===== config.mk =====
export PLATFORM = sky130hd
export DESIGN_NAME = rle_argb_image_blitter_top
export DESIGN_NICKNAME = d
export VERILOG_FILES = /design/src/rtl/rab_pkg.sv /design/src/rtl/rle_argb_image_blitter_top.sv /design/src/rtl/rab_front.sv /design/src/rtl/rab_div.sv /design/src/rtl/rab_back.sv
export VERILOG_INCLUDE_DIRS = /design/src /design/src/rtl
export SDC_FILE = /design/constraint.sdc
export NUM_CORES = 2
export LEC_CHECK = 0
export BUFFER_PORTS_ARGS = -buffer_cell sky130_fd_sc_hd__buf_2
export CELL_PAD_IN_SITES_DETAIL_PLACEMENT = 2
export CELL_PAD_IN_SITES_GLOBAL_PLACEMENT = 2
export CORE_MARGIN = 3
export CORE_UTILIZATION = 44
export CTS_BUF_LIST = sky130_fd_sc_hd__clkbuf_4
export CTS_CLUSTER_SIZE = 30
export DETAILED_ROUTE_END_ITERATION = 7
export PLACE_DENSITY_LB_ADDON = 0.15
export REMOVE_ABC_BUFFERS = 1
export SYNTH_ARGS = -nofsm -noshare
export SYNTH_HDL_FRONTEND = slang
export SYNTH_SLANG_ARGS = --single-unit

===== constraint.sdc =====
create_clock -name clk -period 15.5 [get_ports clk]
set_clock_uncertainty 0.15 [all_clocks]
set_input_delay 0.775 -clock clk [delete_from_list [all_inputs] [get_ports clk]]
set_output_delay 0.775 -clock clk [all_outputs]
set_load 0.1 [all_outputs]

===== src/rtl/rle_argb_image_blitter_top_defines.svh =====
// assertion macros for the rle argb image blitter
// used by rle_argb_image_blitter_top only; empty when SYNTHESIS is defined
`ifndef RLE_ARGB_IMAGE_BLITTER_TOP_DEFINES_SVH
`define RLE_ARGB_IMAGE_BLITTER_TOP_DEFINES_SVH

`ifndef SYNTHESIS
// checked outside reset only
`define RAB_ASSERT(name, clk, rst, prop) \
  name: assert property (@(posedge clk) disable iff (rst) prop) \
    else $error("rab assertion failed");
// checked during reset as well
`define RAB_ASSERT_RST(name, clk, prop) \
  name: assert property (@(posedge clk) prop) \
    else $error("rab reset assertion failed");
`else
`define RAB_ASSERT(name, clk, rst, prop)
`define RAB_ASSERT_RST(name, clk, prop)
`endif

`endif


===== src/rtl/rab_pkg.sv =====
// shared types, codes and constants of the rle argb image blitter
// no dependencies; imported by every module of the block
package rab_pkg;

  // one input item
  typedef struct packed {
    logic [1:0]  action;
    logic [31:0] data_word;
  } cmd_t;

  // one result item
  typedef struct packed {
    logic        pixel_valid;
    logic [15:0] pixel_x;
    logic [15:0] pixel_y;
    logic [23:0] pixel_color;
    logic [7:0]  pixel_alpha;
    logic        want_word;
    logic        image_done;
    logic [1:0]  status;
  } pix_t;

  // configuration registers
  typedef struct packed {
    logic [15:0] origin_x;
    logic [15:0] origin_y;
    logic [15:0] image_width;
    logic [15:0] image_height;
    logic        raw_format;
    logic        tint_enable;
    logic [23:0] tint_color;
  } cfg_t;

  // classified item held in the queue between front and back
  typedef struct packed {
    logic [1:0]  kind;
    logic        hdr_block;
    logic [15:0] hdr_len;
    logic [31:0] word;
  } qitem_t;

  // action codes
  localparam logic [1:0] ACT_WORD  = 2'd0;
  localparam logic [1:0] ACT_TICK  = 2'd1;
  localparam logic [1:0] ACT_START = 2'd2;
  localparam logic [1:0] ACT_NOP   = 2'd3;

  // decode phases
  localparam logic [1:0] PH_HDR     = 2'd0;
  localparam logic [1:0] PH_BLOCK   = 2'd1;
  localparam logic [1:0] PH_RUNWORD = 2'd2;
  localparam logic [1:0] PH_RUN     = 2'd3;

  // status codes
  localparam logic [1:0] STAT_OK       = 2'd0;
  localparam logic [1:0] STAT_BAD_WORD = 2'd1;
  localparam logic [1:0] STAT_BAD_TICK = 2'd2;

  // register indexes
  localparam int unsigned CFG_ADDR_W = 5;
  localparam logic [2:0] REG_ORIGIN_X     = 3'd0;
  localparam logic [2:0] REG_ORIGIN_Y     = 3'd1;
  localparam logic [2:0] REG_IMAGE_WIDTH  = 3'd2;
  localparam logic [2:0] REG_IMAGE_HEIGHT = 3'd3;
  localparam logic [2:0] REG_RAW_FORMAT   = 3'd4;
  localparam logic [2:0] REG_TINT_ENABLE  = 3'd5;
  localparam logic [2:0] REG_TINT_COLOR   = 3'd6;

  // header decoding
  localparam logic [31:0] HDR_BLOCK_MASK = 32'hFFFF_FF00;
  localparam logic [8:0]  BLOCK_BASE     = 9'h100;

  // cursor skip divider: 17-bit dividend, one quotient bit a cycle
  localparam int unsigned DIV_W     = 17;
  localparam logic [4:0]  DIV_STEPS = 5'd17;

  typedef struct packed {
    logic             start;
    logic [DIV_W-1:0] dividend;
    logic [15:0]      divisor;
  } div_req_t;

  typedef struct packed {
    logic             done;
    logic [DIV_W-1:0] quotient;
    logic [15:0]      remainder;
  } div_rsp_t;

endpackage


===== src/rtl/rle_argb_image_blitter_top.sv =====
// rle argb image blitter top: apb registers, item queue, decoder back end
// result: an item that needs no skip loads the result register as it is popped from the queue;
// a zero-length or transparent run loads it from FS_FIN, after FS_SKIP and, when the cursor wraps,
// FS_DIV and the 17-step skip divider; one item per cycle while the result register is free
// reset: synchronous, clears queue, decode state, cursor, result and registers
// depends on rab_pkg, rab_front, rab_div, rab_back and the defines header
`include "rle_argb_image_blitter_top_defines.svh"

module rle_argb_image_blitter_top
  import rab_pkg::*;
(
  input  logic                  clk,
  input  logic                  rst,
  input  logic                  cmd_valid,
  output logic                  cmd_ready,
  input  cmd_t                  cmd,
  output logic                  pix_valid,
  input  logic                  pix_ready,
  output pix_t                  pix,
  input  logic                  psel,
  input  logic                  penable,
  input  logic                  pwrite,
  input  logic [CFG_ADDR_W-1:0] paddr,
  input  logic [31:0]           pwdata,
  output logic [31:0]           prdata,
  output logic                  pready
);

  cfg_t       cfg;
  logic [2:0] reg_idx;
  logic       q_valid;
  logic       q_pop;
  qitem_t     q_item;
  div_req_t   div_req;
  div_rsp_t   div_rsp;

  assign pready  = 1'b1;
  assign reg_idx = paddr[CFG_ADDR_W-1:2];

  // register writes
  always_ff @(posedge clk) begin
    if (rst) begin
      cfg <= '0;
    end else if (psel && penable && pwrite) begin
      case (reg_idx)
        REG_ORIGIN_X:     cfg.origin_x     <= pwdata[15:0];
        REG_ORIGIN_Y:     cfg.origin_y     <= pwdata[15:0];
        REG_IMAGE_WIDTH:  cfg.image_width  <= pwdata[15:0];
        REG_IMAGE_HEIGHT: cfg.image_height <= pwdata[15:0];
        REG_RAW_FORMAT:   cfg.raw_format   <= pwdata[0];
        REG_TINT_ENABLE:  cfg.tint_enable  <= pwdata[0];
        REG_TINT_COLOR:   cfg.tint_color   <= pwdata[23:0];
        default: begin
        end
      endcase
    end
  end

  // register reads
  always_comb begin
    case (reg_idx)
      REG_ORIGIN_X:     prdata = {16'd0, cfg.origin_x};
      REG_ORIGIN_Y:     prdata = {16'd0, cfg.origin_y};
      REG_IMAGE_WIDTH:  prdata = {16'd0, cfg.image_width};
      REG_IMAGE_HEIGHT: prdata = {16'd0, cfg.image_height};
      REG_RAW_FORMAT:   prdata = {31'd0, cfg.raw_format};
      REG_TINT_ENABLE:  prdata = {31'd0, cfg.tint_enable};
      REG_TINT_COLOR:   prdata = {8'd0, cfg.tint_color};
      default:          prdata = 32'd0;
    endcase
  end

  // item intake and queue
  rab_front u_front (
    .clk       (clk),
    .rst       (rst),
    .cmd_valid (cmd_valid),
    .cmd_ready (cmd_ready),
    .cmd       (cmd),
    .q_valid   (q_valid),
    .q_pop     (q_pop),
    .q_item    (q_item)
  );

  // cursor skip divider
  rab_div u_div (
    .clk (clk),
    .rst (rst),
    .req (div_req),
    .rsp (div_rsp)
  );

  // decoder and result register
  rab_back u_back (
    .clk       (clk),
    .rst       (rst),
    .cfg       (cfg),
    .q_valid   (q_valid),
    .q_item    (q_item),
    .q_pop     (q_pop),
    .div_req   (div_req),
    .div_rsp   (div_rsp),
    .pix_valid (pix_valid),
    .pix_ready (pix_ready),
    .pix       (pix)
  );

  // a result without a pixel carries zero coordinates and colour
  `RAB_ASSERT(a_empty_result_zero, clk, rst, pix_valid && !pix.pixel_valid |-> pix.pixel_x == 16'd0 && pix.pixel_y == 16'd0 && pix.pixel_color == 24'd0 && pix.pixel_alpha == 8'd0)
  // a finished image never asks for another word
  `RAB_ASSERT(a_done_no_want, clk, rst, pix_valid && pix.image_done |-> !pix.want_word)
  // an ignored item never produces a pixel
  `RAB_ASSERT(a_error_no_pixel, clk, rst, pix_valid && pix.status != STAT_OK |-> !pix.pixel_valid)
  // reset empties the result register and the queue
  `RAB_ASSERT_RST(a_reset_clears, clk, rst |=> !pix_valid && cmd_ready)

endmodule


===== src/rtl/rab_front.sv =====
// front end: accepts items, decodes header fields and queues them
// depends on rab_pkg
module rab_front
  import rab_pkg::*;
(
  input  logic   clk,
  input  logic   rst,
  input  logic   cmd_valid,
  output logic   cmd_ready,
  input  cmd_t   cmd,
  output logic   q_valid,
  input  logic   q_pop,
  output qitem_t q_item
);

  qitem_t     fifo_mem [2];
  logic       wr_ptr;
  logic       rd_ptr;
  logic [1:0] count;
  qitem_t     cls;
  logic [8:0] blk_len;
  logic       push;

  // classify the incoming item and pre-decode a header word
  always_comb begin
    blk_len       = BLOCK_BASE - {1'b0, cmd.data_word[7:0]};
    cls.kind      = cmd.action;
    cls.hdr_block = (cmd.data_word & HDR_BLOCK_MASK) == HDR_BLOCK_MASK;
    cls.hdr_len   = cls.hdr_block ? {7'd0, blk_len} : cmd.data_word[15:0];
    cls.word      = cmd.data_word;
  end

  assign cmd_ready = (count != 2'd2);
  assign push      = cmd_valid && cmd_ready;
  assign q_valid   = (count != 2'd0);
  assign q_item    = fifo_mem[rd_ptr];

  // two-entry queue storage
  always_ff @(posedge clk) begin
    if (push) begin
      fifo_mem[wr_ptr] <= cls;
    end
  end

  // queue pointers and fill level
  always_ff @(posedge clk) begin
    if (rst) begin
      wr_ptr <= 1'b0;
      rd_ptr <= 1'b0;
      count  <= 2'd0;
    end else begin
      if (push) begin
        wr_ptr <= ~wr_ptr;
      end
      if (q_pop) begin
        rd_ptr <= ~rd_ptr;
      end
      case ({push, q_pop})
        2'b10:   count <= count + 2'd1;
        2'b01:   count <= count - 2'd1;
        default: count <= count;
      endcase
    end
  end

endmodule


===== src/rtl/rab_div.sv =====
// iterative restoring divider for cursor skips, one quotient bit per cycle
// depends on rab_pkg
module rab_div
  import rab_pkg::*;
(
  input  logic     clk,
  input  logic     rst,
  input  div_req_t req,
  output div_rsp_t rsp
);

  logic             busy;
  logic             done;
  logic [4:0]       cnt;
  logic [DIV_W-1:0] quo;
  logic [15:0]      rmd;
  logic [15:0]      dsr;
  logic [16:0]      r_sh;
  logic [16:0]      r_sub;
  logic             ge;

  // one restoring step
  always_comb begin
    r_sh  = {rmd, quo[DIV_W-1]};
    r_sub = r_sh - {1'b0, dsr};
    ge    = r_sh >= {1'b0, dsr};
  end

  // control
  always_ff @(posedge clk) begin
    if (rst) begin
      busy <= 1'b0;
      done <= 1'b0;
      cnt  <= 5'd0;
    end else begin
      done <= 1'b0;
      if (req.start) begin
        busy <= 1'b1;
        cnt  <= DIV_STEPS;
      end else if (busy) begin
        cnt <= cnt - 5'd1;
        if (cnt == 5'd1) begin
          busy <= 1'b0;
          done <= 1'b1;
        end
      end
    end
  end

  // datapath
  always_ff @(posedge clk) begin
    if (req.start) begin
      quo <= req.dividend;
      rmd <= 16'd0;
      dsr <= req.divisor;
    end else if (busy) begin
      quo <= {quo[DIV_W-2:0], ge};
      rmd <= ge ? r_sub[15:0] : r_sh[15:0];
    end
  end

  assign rsp.done      = done;
  assign rsp.quotient  = quo;
  assign rsp.remainder = rmd;

endmodule


===== src/rtl/rab_back.sv =====
// back end: decode state, cursor, pixel generation and the result register
// depends on rab_pkg; drives the rab_div skip divider
module rab_back
  import rab_pkg::*;
(
  input  logic     clk,
  input  logic     rst,
  input  cfg_t     cfg,
  input  logic     q_valid,
  input  qitem_t   q_item,
  output logic     q_pop,
  output div_req_t div_req,
  input  div_rsp_t div_rsp,
  output logic     pix_valid,
  input  logic     pix_ready,
  output pix_t     pix
);

  localparam logic [1:0] FS_EXEC = 2'd0;
  localparam logic [1:0] FS_SKIP = 2'd1;
  localparam logic [1:0] FS_DIV  = 2'd2;
  localparam logic [1:0] FS_FIN  = 2'd3;

  logic [1:0]  fsm, fsm_next;
  logic [31:0] total;
  logic [15:0] cursor_col, cursor_col_next;
  logic [15:0] cursor_row, cursor_row_next;
  logic [31:0] pixels_covered, pixels_covered_next;
  logic [1:0]  phase, phase_next;
  logic [15:0] block_remaining, block_remaining_next;
  logic [31:0] run_pixel, run_pixel_next;
  logic [15:0] skip_n, skip_n_next;
  pix_t        pix_next;
  logic        out_load;

  logic        out_free;
  logic        fire;
  logic        done_now;
  logic        done_next;
  logic        emit;
  logic        transparent;
  logic [31:0] rem;
  logic [31:0] emit_word;
  logic [15:0] col_inc;
  logic [15:0] hdr_clip;
  logic [15:0] run_clip;
  logic [15:0] br_dec;
  logic [16:0] skip_sum;
  logic [1:0]  stat;

  // pixel count of the whole image, registered from the width and height registers
  always_ff @(posedge clk) begin
    total <= {16'd0, cfg.image_width} * {16'd0, cfg.image_height};
  end

  // coverage and clipping
  always_comb begin
    out_free    = !pix_valid || pix_ready;
    fire        = (fsm == FS_EXEC) && q_valid && out_free;
    done_now    = pixels_covered >= total;
    rem         = done_now ? 32'd0 : total - pixels_covered;
    hdr_clip    = ({16'd0, q_item.hdr_len} < rem) ? q_item.hdr_len : rem[15:0];
    run_clip    = ({16'd0, block_remaining} > rem) ? rem[15:0] : block_remaining;
    br_dec      = (block_remaining != 16'd0) ? block_remaining - 16'd1 : 16'd0;
    transparent = cfg.tint_enable ? (q_item.word[7:0] == 8'd0)
                                  : (q_item.word[31:24] == 8'd0);
    col_inc     = cursor_col + 16'd1;
    skip_sum    = {1'b0, cursor_col} + {1'b0, skip_n};
  end

  // next state
  always_comb begin
    fsm_next             = fsm;
    cursor_col_next      = cursor_col;
    cursor_row_next      = cursor_row;
    pixels_covered_next  = pixels_covered;
    phase_next           = phase;
    block_remaining_next = block_remaining;
    run_pixel_next       = run_pixel;
    skip_n_next          = skip_n;
    emit                 = 1'b0;
    emit_word            = q_item.word;
    stat                 = STAT_OK;
    out_load             = 1'b0;
    div_req.start        = 1'b0;
    div_req.dividend     = skip_sum;
    div_req.divisor      = cfg.image_width;

    case (fsm)
      FS_EXEC: begin
        if (fire) begin
          case (q_item.kind)
            ACT_WORD: begin
              if (done_now) begin
                stat = STAT_BAD_WORD;
              end else if (cfg.raw_format) begin
                emit = 1'b1;
              end else begin
                case (phase)
                  PH_HDR: begin
                    block_remaining_next = hdr_clip;
                    if (q_item.hdr_block) begin
                      phase_next = (hdr_clip == 16'd0) ? PH_HDR : PH_BLOCK;
                    end else begin
                      phase_next = PH_RUNWORD;
                    end
                  end
                  PH_BLOCK: begin
                    emit                 = 1'b1;
                    block_remaining_next = br_dec;
                    if (br_dec == 16'd0) begin
                      phase_next = PH_HDR;
                    end
                  end
                  PH_RUNWORD: begin
                    run_pixel_next = q_item.word;
                    if (run_clip == 16'd0 || transparent) begin
                      skip_n_next          = run_clip;
                      block_remaining_next = 16'd0;
                      phase_next           = PH_HDR;
                      fsm_next             = FS_SKIP;
                    end else begin
                      block_remaining_next = run_clip;
                      phase_next           = PH_RUN;
                    end
                  end
                  default: begin
                    stat = STAT_BAD_WORD;
                  end
                endcase
              end
            end
            ACT_TICK: begin
              if (phase == PH_RUN && block_remaining != 16'd0) begin
                emit                 = 1'b1;
                emit_word            = run_pixel;
                block_remaining_next = br_dec;
                if (br_dec == 16'd0) begin
                  phase_next = PH_HDR;
                end
              end else begin
                if (phase == PH_RUN) begin
                  phase_next = PH_HDR;
                end
                stat = STAT_BAD_TICK;
              end
            end
            ACT_START: begin
              cursor_col_next      = 16'd0;
              cursor_row_next      = 16'd0;
              pixels_covered_next  = 32'd0;
              phase_next           = PH_HDR;
              block_remaining_next = 16'd0;
            end
            default: begin
            end
          endcase
          out_load = (fsm_next == FS_EXEC);
        end
      end
      FS_SKIP: begin
        pixels_covered_next = pixels_covered + {16'd0, skip_n};
        if (cfg.image_width == 16'd0) begin
          fsm_next = FS_FIN;
        end else if (skip_sum < {1'b0, cfg.image_width}) begin
          cursor_col_next = skip_sum[15:0];
          fsm_next        = FS_FIN;
        end else begin
          div_req.start = 1'b1;
          fsm_next      = FS_DIV;
        end
      end
      FS_DIV: begin
        if (div_rsp.done) begin
          cursor_row_next = cursor_row + div_rsp.quotient[15:0];
          cursor_col_next = div_rsp.remainder;
          fsm_next        = FS_FIN;
        end
      end
      FS_FIN: begin
        if (out_free) begin
          out_load = 1'b1;
          fsm_next = FS_EXEC;
        end
      end
      default: begin
        fsm_next = FS_EXEC;
      end
    endcase

    // cursor advance for an emitted pixel
    if (emit) begin
      pixels_covered_next = pixels_covered + 32'd1;
      if (col_inc >= cfg.image_width) begin
        cursor_col_next = 16'd0;
        cursor_row_next = cursor_row + 16'd1;
      end else begin
        cursor_col_next = col_inc;
      end
    end

    // result assembly
    done_next            = pixels_covered_next >= total;
    pix_next.pixel_valid = emit;
    pix_next.pixel_x     = emit ? cfg.origin_x + cursor_col : 16'd0;
    pix_next.pixel_y     = emit ? cfg.origin_y + cursor_row : 16'd0;
    pix_next.pixel_color = !emit           ? 24'd0 :
                           cfg.tint_enable ? cfg.tint_color : emit_word[23:0];
    pix_next.pixel_alpha = !emit           ? 8'd0 :
                           cfg.tint_enable ? emit_word[7:0] : emit_word[31:24];
    pix_next.want_word   = !done_next && (cfg.raw_format || phase_next != PH_RUN);
    pix_next.image_done  = done_next;
    pix_next.status      = stat;
  end

  assign q_pop = fire;

  // state registers
  always_ff @(posedge clk) begin
    if (rst) begin
      fsm             <= FS_EXEC;
      cursor_col      <= 16'd0;
      cursor_row      <= 16'd0;
      pixels_covered  <= 32'd0;
      phase           <= PH_HDR;
      block_remaining <= 16'd0;
      run_pixel       <= 32'd0;
      pix_valid       <= 1'b0;
    end else begin
      fsm             <= fsm_next;
      cursor_col      <= cursor_col_next;
      cursor_row      <= cursor_row_next;
      pixels_covered  <= pixels_covered_next;
      phase           <= phase_next;
      block_remaining <= block_remaining_next;
      run_pixel       <= run_pixel_next;
      if (out_load) begin
        pix_valid <= 1'b1;
      end else if (pix_ready) begin
        pix_valid <= 1'b0;
      end
    end
  end

  // payload registers
  always_ff @(posedge clk) begin
    skip_n <= skip_n_next;
    if (out_load) begin
      pix <= pix_next;
    end
  end

endmodule

# Word-level counts from Yosys, hierarchy flattened

Memory sizes are Yosys's and may differ from the RTL's. A register that Yosys moved wholly into a read port is not among the register bits.
Cells that the tools add are included.

Flip-flop bits (word level): 384
RAM bits: 102
Input bits: 78
Word-level logic and storage cells: 238
Memories kept: 1
Output and inout bits: 104

Add/sub/neg operators: 15
Eq/ne operators: 32
Multiplexer cells: 96
Bitwise gates (word level): 5
Order comparisons: 7
$mul: 1
Reduce and logical (&&, ||, !) cells: 46

Memories:

| memory           | depth | width | rd ports | clocked after memory_dff | wr ports | RTL line        | RTL |
|---|---|---|---|---|---|---|---|
| u_front.fifo_mem | 2     | 51    | 1        | 1                        | 1        | rab_front.sv:16 | `qitem_t fifo_mem [2];` |

Operators by type and width:

| kind                                                            | count |
|---|---|
| 16-bit 2-to-1 mux                                               | 21 |
| 32-bit 2-to-1 mux                                               | 8 |
| 24-bit one-hot mux with 7 select lines                          | 1 |
| 16-bit one-hot mux with 3 select lines                          | 3 |
| 32-bit greater-or-equal comparator                              | 2 |
| 16-bit logical NOT                                              | 4 |
| 32-bit one-hot mux with 2 select lines                          | 1 |
| 16-bit adder                                                    | 3 |
| 2-bit 2-to-1 mux                                                | 23 |
| 17-bit 2-to-1 mux                                               | 2 |
| 16-bit by 1-bit adder with 16-bit output, second input constant | 2 |
| 32-bit by 1-bit adder with 32-bit output, second input constant | 1 |
| 32-bit by 16-bit adder with 32-bit output                       | 1 |
| 16-bit by 32-bit > comparator with 1-bit output                 | 1 |
| 16-bit by 32-bit < comparator with 1-bit output                 | 1 |
| 16-bit by 16-bit multiplier with 32-bit output                  | 1 |
| 16-bit one-hot mux with 2 select lines                          | 1 |
| 32-bit subtractor                                               | 1 |
| 1-bit 2-to-1 mux                                                | 25 |
| 24-bit equality test, second input constant                     | 1 |
| 24-bit 2-to-1 mux                                               | 1 |
| 16-bit by 16-bit adder with 17-bit output                       | 1 |
| 17-bit by 16-bit greater-or-equal comparator with 1-bit output  | 1 |
| 17-bit by 16-bit < comparator with 1-bit output                 | 1 |
| other kinds (41)                                                | 95 |

# Logic depth before layout (Yosys ltp)

Depth after elaboration: 17
Gate-level depth with buffers: 31
Depth with buffers taken out: 28

# Modules after synthesis

A second synthesis with hierarchy kept.

Cells, all modules: 4,435
Area total of the unflattened synthesis: 39,825.7 sq um

Modules (own cells, without submodules):

| module                     | cells each | sequential area each (sq um) | area an instance (sq um) | instances |
|---|---|---|---|---|
| rab_back                   | 3,438      | 5,535.3                      | 28,080.7                 | 1 |
| rle_argb_image_blitter_top | 454        | 1,801.7                      | 4,335.4                  | 1 |
| rab_front                  | 220        | 3,103.0                      | 4,106.4                  | 1 |
| rab_div                    | 323        | 1,451.4                      | 3,303.2                  | 1 |

# Least setup slack after synthesis

No wires, ideal clock.

Path kind: register to register
Start point: register u_back.pixels_covered[15]
End point: register, netlist name u_back.pix[0]
Clock period less this slack: 8.634 ns
Required time: 14.831 ns
Buffers on the path: 3
Setup slack: 6.866 ns
Stages on the path, launching flop included: 26
Arrival time: 7.965 ns
Setup time: 0.519 ns
Path through: dfxtp_1 inv_1 ha_1 clkbuf_1 nand2_1 nor3_1 o21ai_1 a21oi_1 a21oi_1 a31oi_1 clkbuf_1 nand2_1 ha_1 nand4_1 nor2_1 and3_1 o311a_1 o311ai_0 a22oi_1 nand2b_1 nor4_4 nand2b_1 buf_4 o211a_1 o2111ai_1 a21oi_1

Cells in the longest elaborated chain, start to end: 16
Elaborated cells between the ends (all ways): 17
Those cells by class: add/sub (1); order compare (2); mux (11); reduce/logical (3)

Ends and longest elaborated chain:

| element                                                                        | RTL line                       | RTL |
|---|---|---|
| from (decl)                                                                    | rab_back.sv:28                 | `logic [31:0] pixels_covered, pixels_covered_next;` |
| from (signal assigned)                                                         | rab_back.sv:233                | `pixels_covered <= pixels_covered_next;` |
| 32-bit subtractor / 32-bit greater-or-equal comparator (equally long branches) | rab_back.sv:61, rab_back.sv:60 |  |
| 32-bit 2-to-1 mux                                                              | rab_back.sv:61                 | `rem = done_now ? 32'd0 : total - pixels_covered;` |
| 16-bit by 32-bit > comparator with 1-bit output                                | rab_back.sv:63                 | `run_clip = ({16'd0, block_remaining} > rem) ? rem[15:0] : block_remaining;` |
| 16-bit 2-to-1 mux                                                              | rab_back.sv:63                 |  |
| 16-bit logical NOT                                                             | rab_back.sv:117                | `if (run_clip == 16'd0 \|\| transparent) begin` |
| 1-bit logical OR                                                               | rab_back.sv:117                |  |
| 2-bit 2-to-1 mux                                                               | rab_back.sv:117                |  |
| 2-bit 2-to-1 mux                                                               | rab_back.sv:99                 | `case (phase)` |
| 2-bit 2-to-1 mux                                                               | rab_back.sv:96                 | `end else if (cfg.raw_format) begin` |
| 2-bit 2-to-1 mux (*)                                                           | rab_back.sv:94                 | `if (done_now) begin` |
| 2-bit 2-to-1 mux (*)                                                           | rab_back.sv:92                 | `case (q_item.kind)` |
| 2-bit 2-to-1 mux (*)                                                           | rab_back.sv:91                 | `if (fire) begin` |
| 2-bit 2-to-1 mux (*)                                                           | rab_back.sv:89                 | `case (fsm)` |
| 2-bit logical NOT (*)                                                          | rab_back.sv:158                | `out_load = (fsm_next == FS_EXEC);` |
| 1-bit 2-to-1 mux (*)                                                           | rab_back.sv:91                 |  |
| 1-bit one-hot mux with 2 select lines (*)                                      | rab_back.sv:89                 |  |
| via u_back.out_load                                                            | rab_back.sv:34                 | `logic out_load;` |

Mark *: on every way through the listed nets, which the timed path passes. The rest lies on a longest branch. The select of a mux whose other input is x is not followed.
A chain may end at the register's enable or synchronous reset.

# Final worst setup path

Start point: register u_back.pixels_covered[13]
End point: register, netlist name u_back.pix[52]

Cells in the longest elaborated chain, start to end: 16
Elaborated cells between the ends (all ways): 17
Those cells by class: add/sub (1); order compare (2); mux (11); reduce/logical (3)

Ends and longest elaborated chain:

| element                                                                        | RTL line |
|---|---|
| 32-bit subtractor / 32-bit greater-or-equal comparator (equally long branches) | rab_back.sv:61, rab_back.sv:60 |
| 32-bit 2-to-1 mux                                                              | rab_back.sv:61 |
| 16-bit by 32-bit > comparator with 1-bit output                                | rab_back.sv:63 |
| 16-bit 2-to-1 mux                                                              | rab_back.sv:63 |
| 16-bit logical NOT                                                             | rab_back.sv:117 |
| 1-bit logical OR                                                               | rab_back.sv:117 |
| 2-bit 2-to-1 mux                                                               | rab_back.sv:117 |
| 2-bit 2-to-1 mux                                                               | rab_back.sv:99 |
| 2-bit 2-to-1 mux                                                               | rab_back.sv:96 |
| 2-bit 2-to-1 mux (*)                                                           | rab_back.sv:94 |
| 2-bit 2-to-1 mux (*)                                                           | rab_back.sv:92 |
| 2-bit 2-to-1 mux (*)                                                           | rab_back.sv:91 |
| 2-bit 2-to-1 mux (*)                                                           | rab_back.sv:89 |
| 2-bit logical NOT (*)                                                          | rab_back.sv:158 |
| 1-bit 2-to-1 mux (*)                                                           | rab_back.sv:91 |
| 1-bit one-hot mux with 2 select lines (*)                                      | rab_back.sv:89 |
| via u_back.out_load                                                            | rab_back.sv:34 |

Marked as above.

==> run_results.csv <==
group,metric,value,unit
yosys,syn_area,0.0385,mm^2
yosys,synthCells,4365,
global_routing,grt_pass1_vias,44000,
clock_tree,clk_pin_slew_worst_paths,0.08,ns
status,outcome,"complete, no violations",
timing,layout_min_cycle_time,10.01,ns
placement,hpwlAfterDp,119,mm
floorplan,die_y,302,um
worst_setup_path,critPathSlowestCell,"buf_4",
routing,drt_wl_total,211,mm
power,power.density,167,mW/mm^2
yosys,async_reset_ff_share,0,%
worst_setup_path,start_kind,"flip-flop",
yosys,synth_top_area_cell,"edfxtp_1",
worst_setup_path,required,16.01,ns
power,p_leak,18.2,nW
yosys,synth-main-ff-cell,"dfxtp_1",
worst_setup_path,slowest_delay,0.85,ns
timing,fmax,99.9,MHz
routing,vias,39300,
worst_setup_path,crit_type,"reg2reg",
yosys,post-synth-top-count-cell,"nand2_1",
global_routing,grt_pass1_wl,305,mm
placement,post_dp_cell_area,0.0404,mm^2
power,vdd_ir_drop_max,0.000149,V
clock_tree,numCtsBuffers,145,
worst_setup_path,end_kind,"flip-flop",
routing,viasPerCell,6.71,
worst_setup_path,r2r_slack,5.49,ns
placement,io_buffers,162,
finish,area_growth,11.5,%
clock_tree,post_cts_buffers,0,
routing,post_drt_wl_per_cell,36.0,um
yosys,netlist_top_cells_count,"nand2_1 (569), inv_1 (439), ha_1 (347), a21oi_1 (327), nor2_1 (318)",
yosys,ys_ff_latch,485,
routing,dr.max_layer_used,"met5",
finish,nNetsFinal,5203,
routing,routed-wl-met2,96.3,mm
routing,ant_nets,0,
timing,setup_viol,0,
yosys,synth.avg_cell_area,8.81,um^2
clock_tree,cts_root_buffer,"clkbuf_4",
finish,multi_input_area,0.0241,mm^2
worst_setup_path,cp_top_family,"simple AND/OR/NAND/NOR gates",
clock_tree,htreeDepth,4,
worst_setup_path,crit_chain,"inv_1 > ha_1 > nand4_1 > nor3_1 > o21ai_1 > a21oi_1 > a21oi_1 > a31oi_2 > buf_4 > nand2_1 > ha_1 > nand4_1 > nor2_1 > and3_1 > o311a_1 > o311ai_0 > a22oi_1 > nand2b_1 > nor4_4 > nand2b_1 > o211a_1 > o2111ai_1 > a21oi_4 > buf_4",
finish,drive_above_1_share,11.3,%
clock_tree,clock_sinks,485,
clock_tree,clock_insertion_delay_worst_skew,1.14,ns
floorplan,coreArea,0.0859,mm^2
yosys,synth_top_area_share,17.0,%
floorplan,die_w,302,um
timing,report.final.slew_viol_count,0,
yosys,yosys_warnings,0,
yosys,ys_types,91,
floorplan,io-pin-count,182,
timing,rsz0062_at_grt,"false",
worst_hold_path,hp-class,"in2reg",
yosys,synth_area_leaders,"edfxtp_1 (17%), dfxtp_1 (14%), ha_1 (11%)",
global_routing,grt_max_degree,96,
finish,finish.instance_area,0.0429,mm^2
clock_tree,cts_tree,"done",
timing,maxSlewHeadroom,16.1,%
placement,place_congestion,0.874,
clock_tree,cts_max_path_buffers,3,
worst_setup_path,critical_path.max_fanout,64,
timing,worstMarginPinSlew,1.26,ns
worst_setup_path,critPathArrivalTime,10.53,ns
routing,drt-initial-drc-count,3912,
flow_run,max-cap-violations,0,
routing,wl_met1,70.5,mm
global_routing,grt.total_usage,45.8,%
yosys,synth_edf_count,218,
floorplan,rows,107,
timing,tns,0,ns
timing,final-hold-violation-count,0,
floorplan,start_util,44.8,%
floorplan,die_area,0.0910,mm^2
yosys,ys_seq_area_share,30.9,%
global_routing,antenna_found_initial,18,
timing,min_period_over_period,64.6,%
worst_setup_path,critPathBufInv,3,
routing,wl_met3,19.6,mm
finish,register_area,0.0119,mm^2
finish,nFillCells,9190,
global_routing,gr-total-overflow,0,
routing,drt-pass1-iter-count,6,
routing,drc,0,
[registers in the layout, summed over array words and instances (netlist names), 17 cells and up, named ones only]
| register | flops |
|---|---|
| u_front.fifo_mem | 100 |
| u_back.pix | 69 |
| u_div.quo | 17 |
| u_back.run_pixel | 32 |
| cfg | 90 |
| u_back.pixels_covered | 32 |
| u_back.total | 32 |
[final cells by class]
cell class / instances / area share (%)
repair buffers: 284 / 4.40
clock inverters: 55 / 0.709
multi-input cells: 3220 / 56.2
clock buffers: 211 / 3.69
well taps: 1144 / 3.34
inverters: 441 / 3.86
diodes: 15 / 0.0875
flip-flops and latches: 485 / 27.7
[per-layer routing]
layer / GRT usage, % / vias up
met5: 0 / -
met1: 47.6 / 19500
met3: 14.5 / 1413
met2: 72.9 / 2772
li1: - / 15600
met4: 43.7 / 10
[per-stage QoR]
step / total power, mW / setup slack (ns) / hold WS [ns] / utilization, % / std cells
3_3_place_gp: 5.12 / 7.10 / 0.292 / 47.0 / 5514
2_1_floorplan: 4.22 / 5.95 / 0.289 / - / 4146
5_1_grt: 7.34 / 5.36 / 0.129 / 49.9 / 5849
3_5_place_dp: 5.26 / 6.67 / 0.309 / 47.0 / 5514
6_report: 7.18 / 5.49 / 0.164 / 49.9 / 5855
4_1_cts: 6.78 / 6.46 / 0.0611 / 49.9 / 5840
[worst min-delay path: stages]
cell and delay (ns):
buf_2 0.12, nand2_1 0.23, nor2_4 0.11
[kinds of logic after synthesis]
group                      Yosys count  synth area share (%)
adders and majority gates          548                  21.7
DFF                                485                  30.9
muxes                              131                  3.97
buffers and inverters              667                  6.69
other                                2                0.0195
and+or+nand+nor                   1431                  17.3
AOI/OAI and AO/OA                  933                  15.6
xor gates and xnor gates           168                  3.83
[layout by cell type, fill, tap and decap left out, types with 103 or more instances in the layout]
master / count
buf_2: 161
ha_1: 347
a21oi_1: 326
xnor2_1: 118
mux2i_1: 103
clkbuf_4: 211
fa_1: 201
inv_1: 439
o21ai_0: 163
nor2_1: 315
dfxtp_1: 265
edfxtp_1: 218
and2_1: 103
nand2_1: 569
[worst paths after layout]
kind	startpoint	endpoint	cells after the start
setup / recovery	u_back.pixels_covered[13]$_SDFF_PP0_	u_back.pix[52]$_SDFFCE_PN0P_	24
hold / removal	cmd_valid	u_front.fifo_mem[0][36]$_DFFE_PP_	3
setup reg to reg	u_back.pixels_covered[13]$_SDFF_PP0_	u_back.pix[52]$_SDFFCE_PN0P_	24
hold reg to reg	u_div.cnt[1]$_SDFFE_PP0P_	u_div.cnt[1]$_SDFFE_PP0P_	2
[report_power, final]
group	internal [mW]	switching [mW]
logic	1.03	2.91
registers	1.59	0.215
clock network	0.654	0.778
total	3.28	3.91
[repair_timing]
action,4_1_cts,5_1_grt
setup endpoints to repair,0,0
endpoints found under the hold margin,182,0
hold buffers,60,0
resized for setup,0,0
No activity file was read; power rests on OpenSTA's default activity.
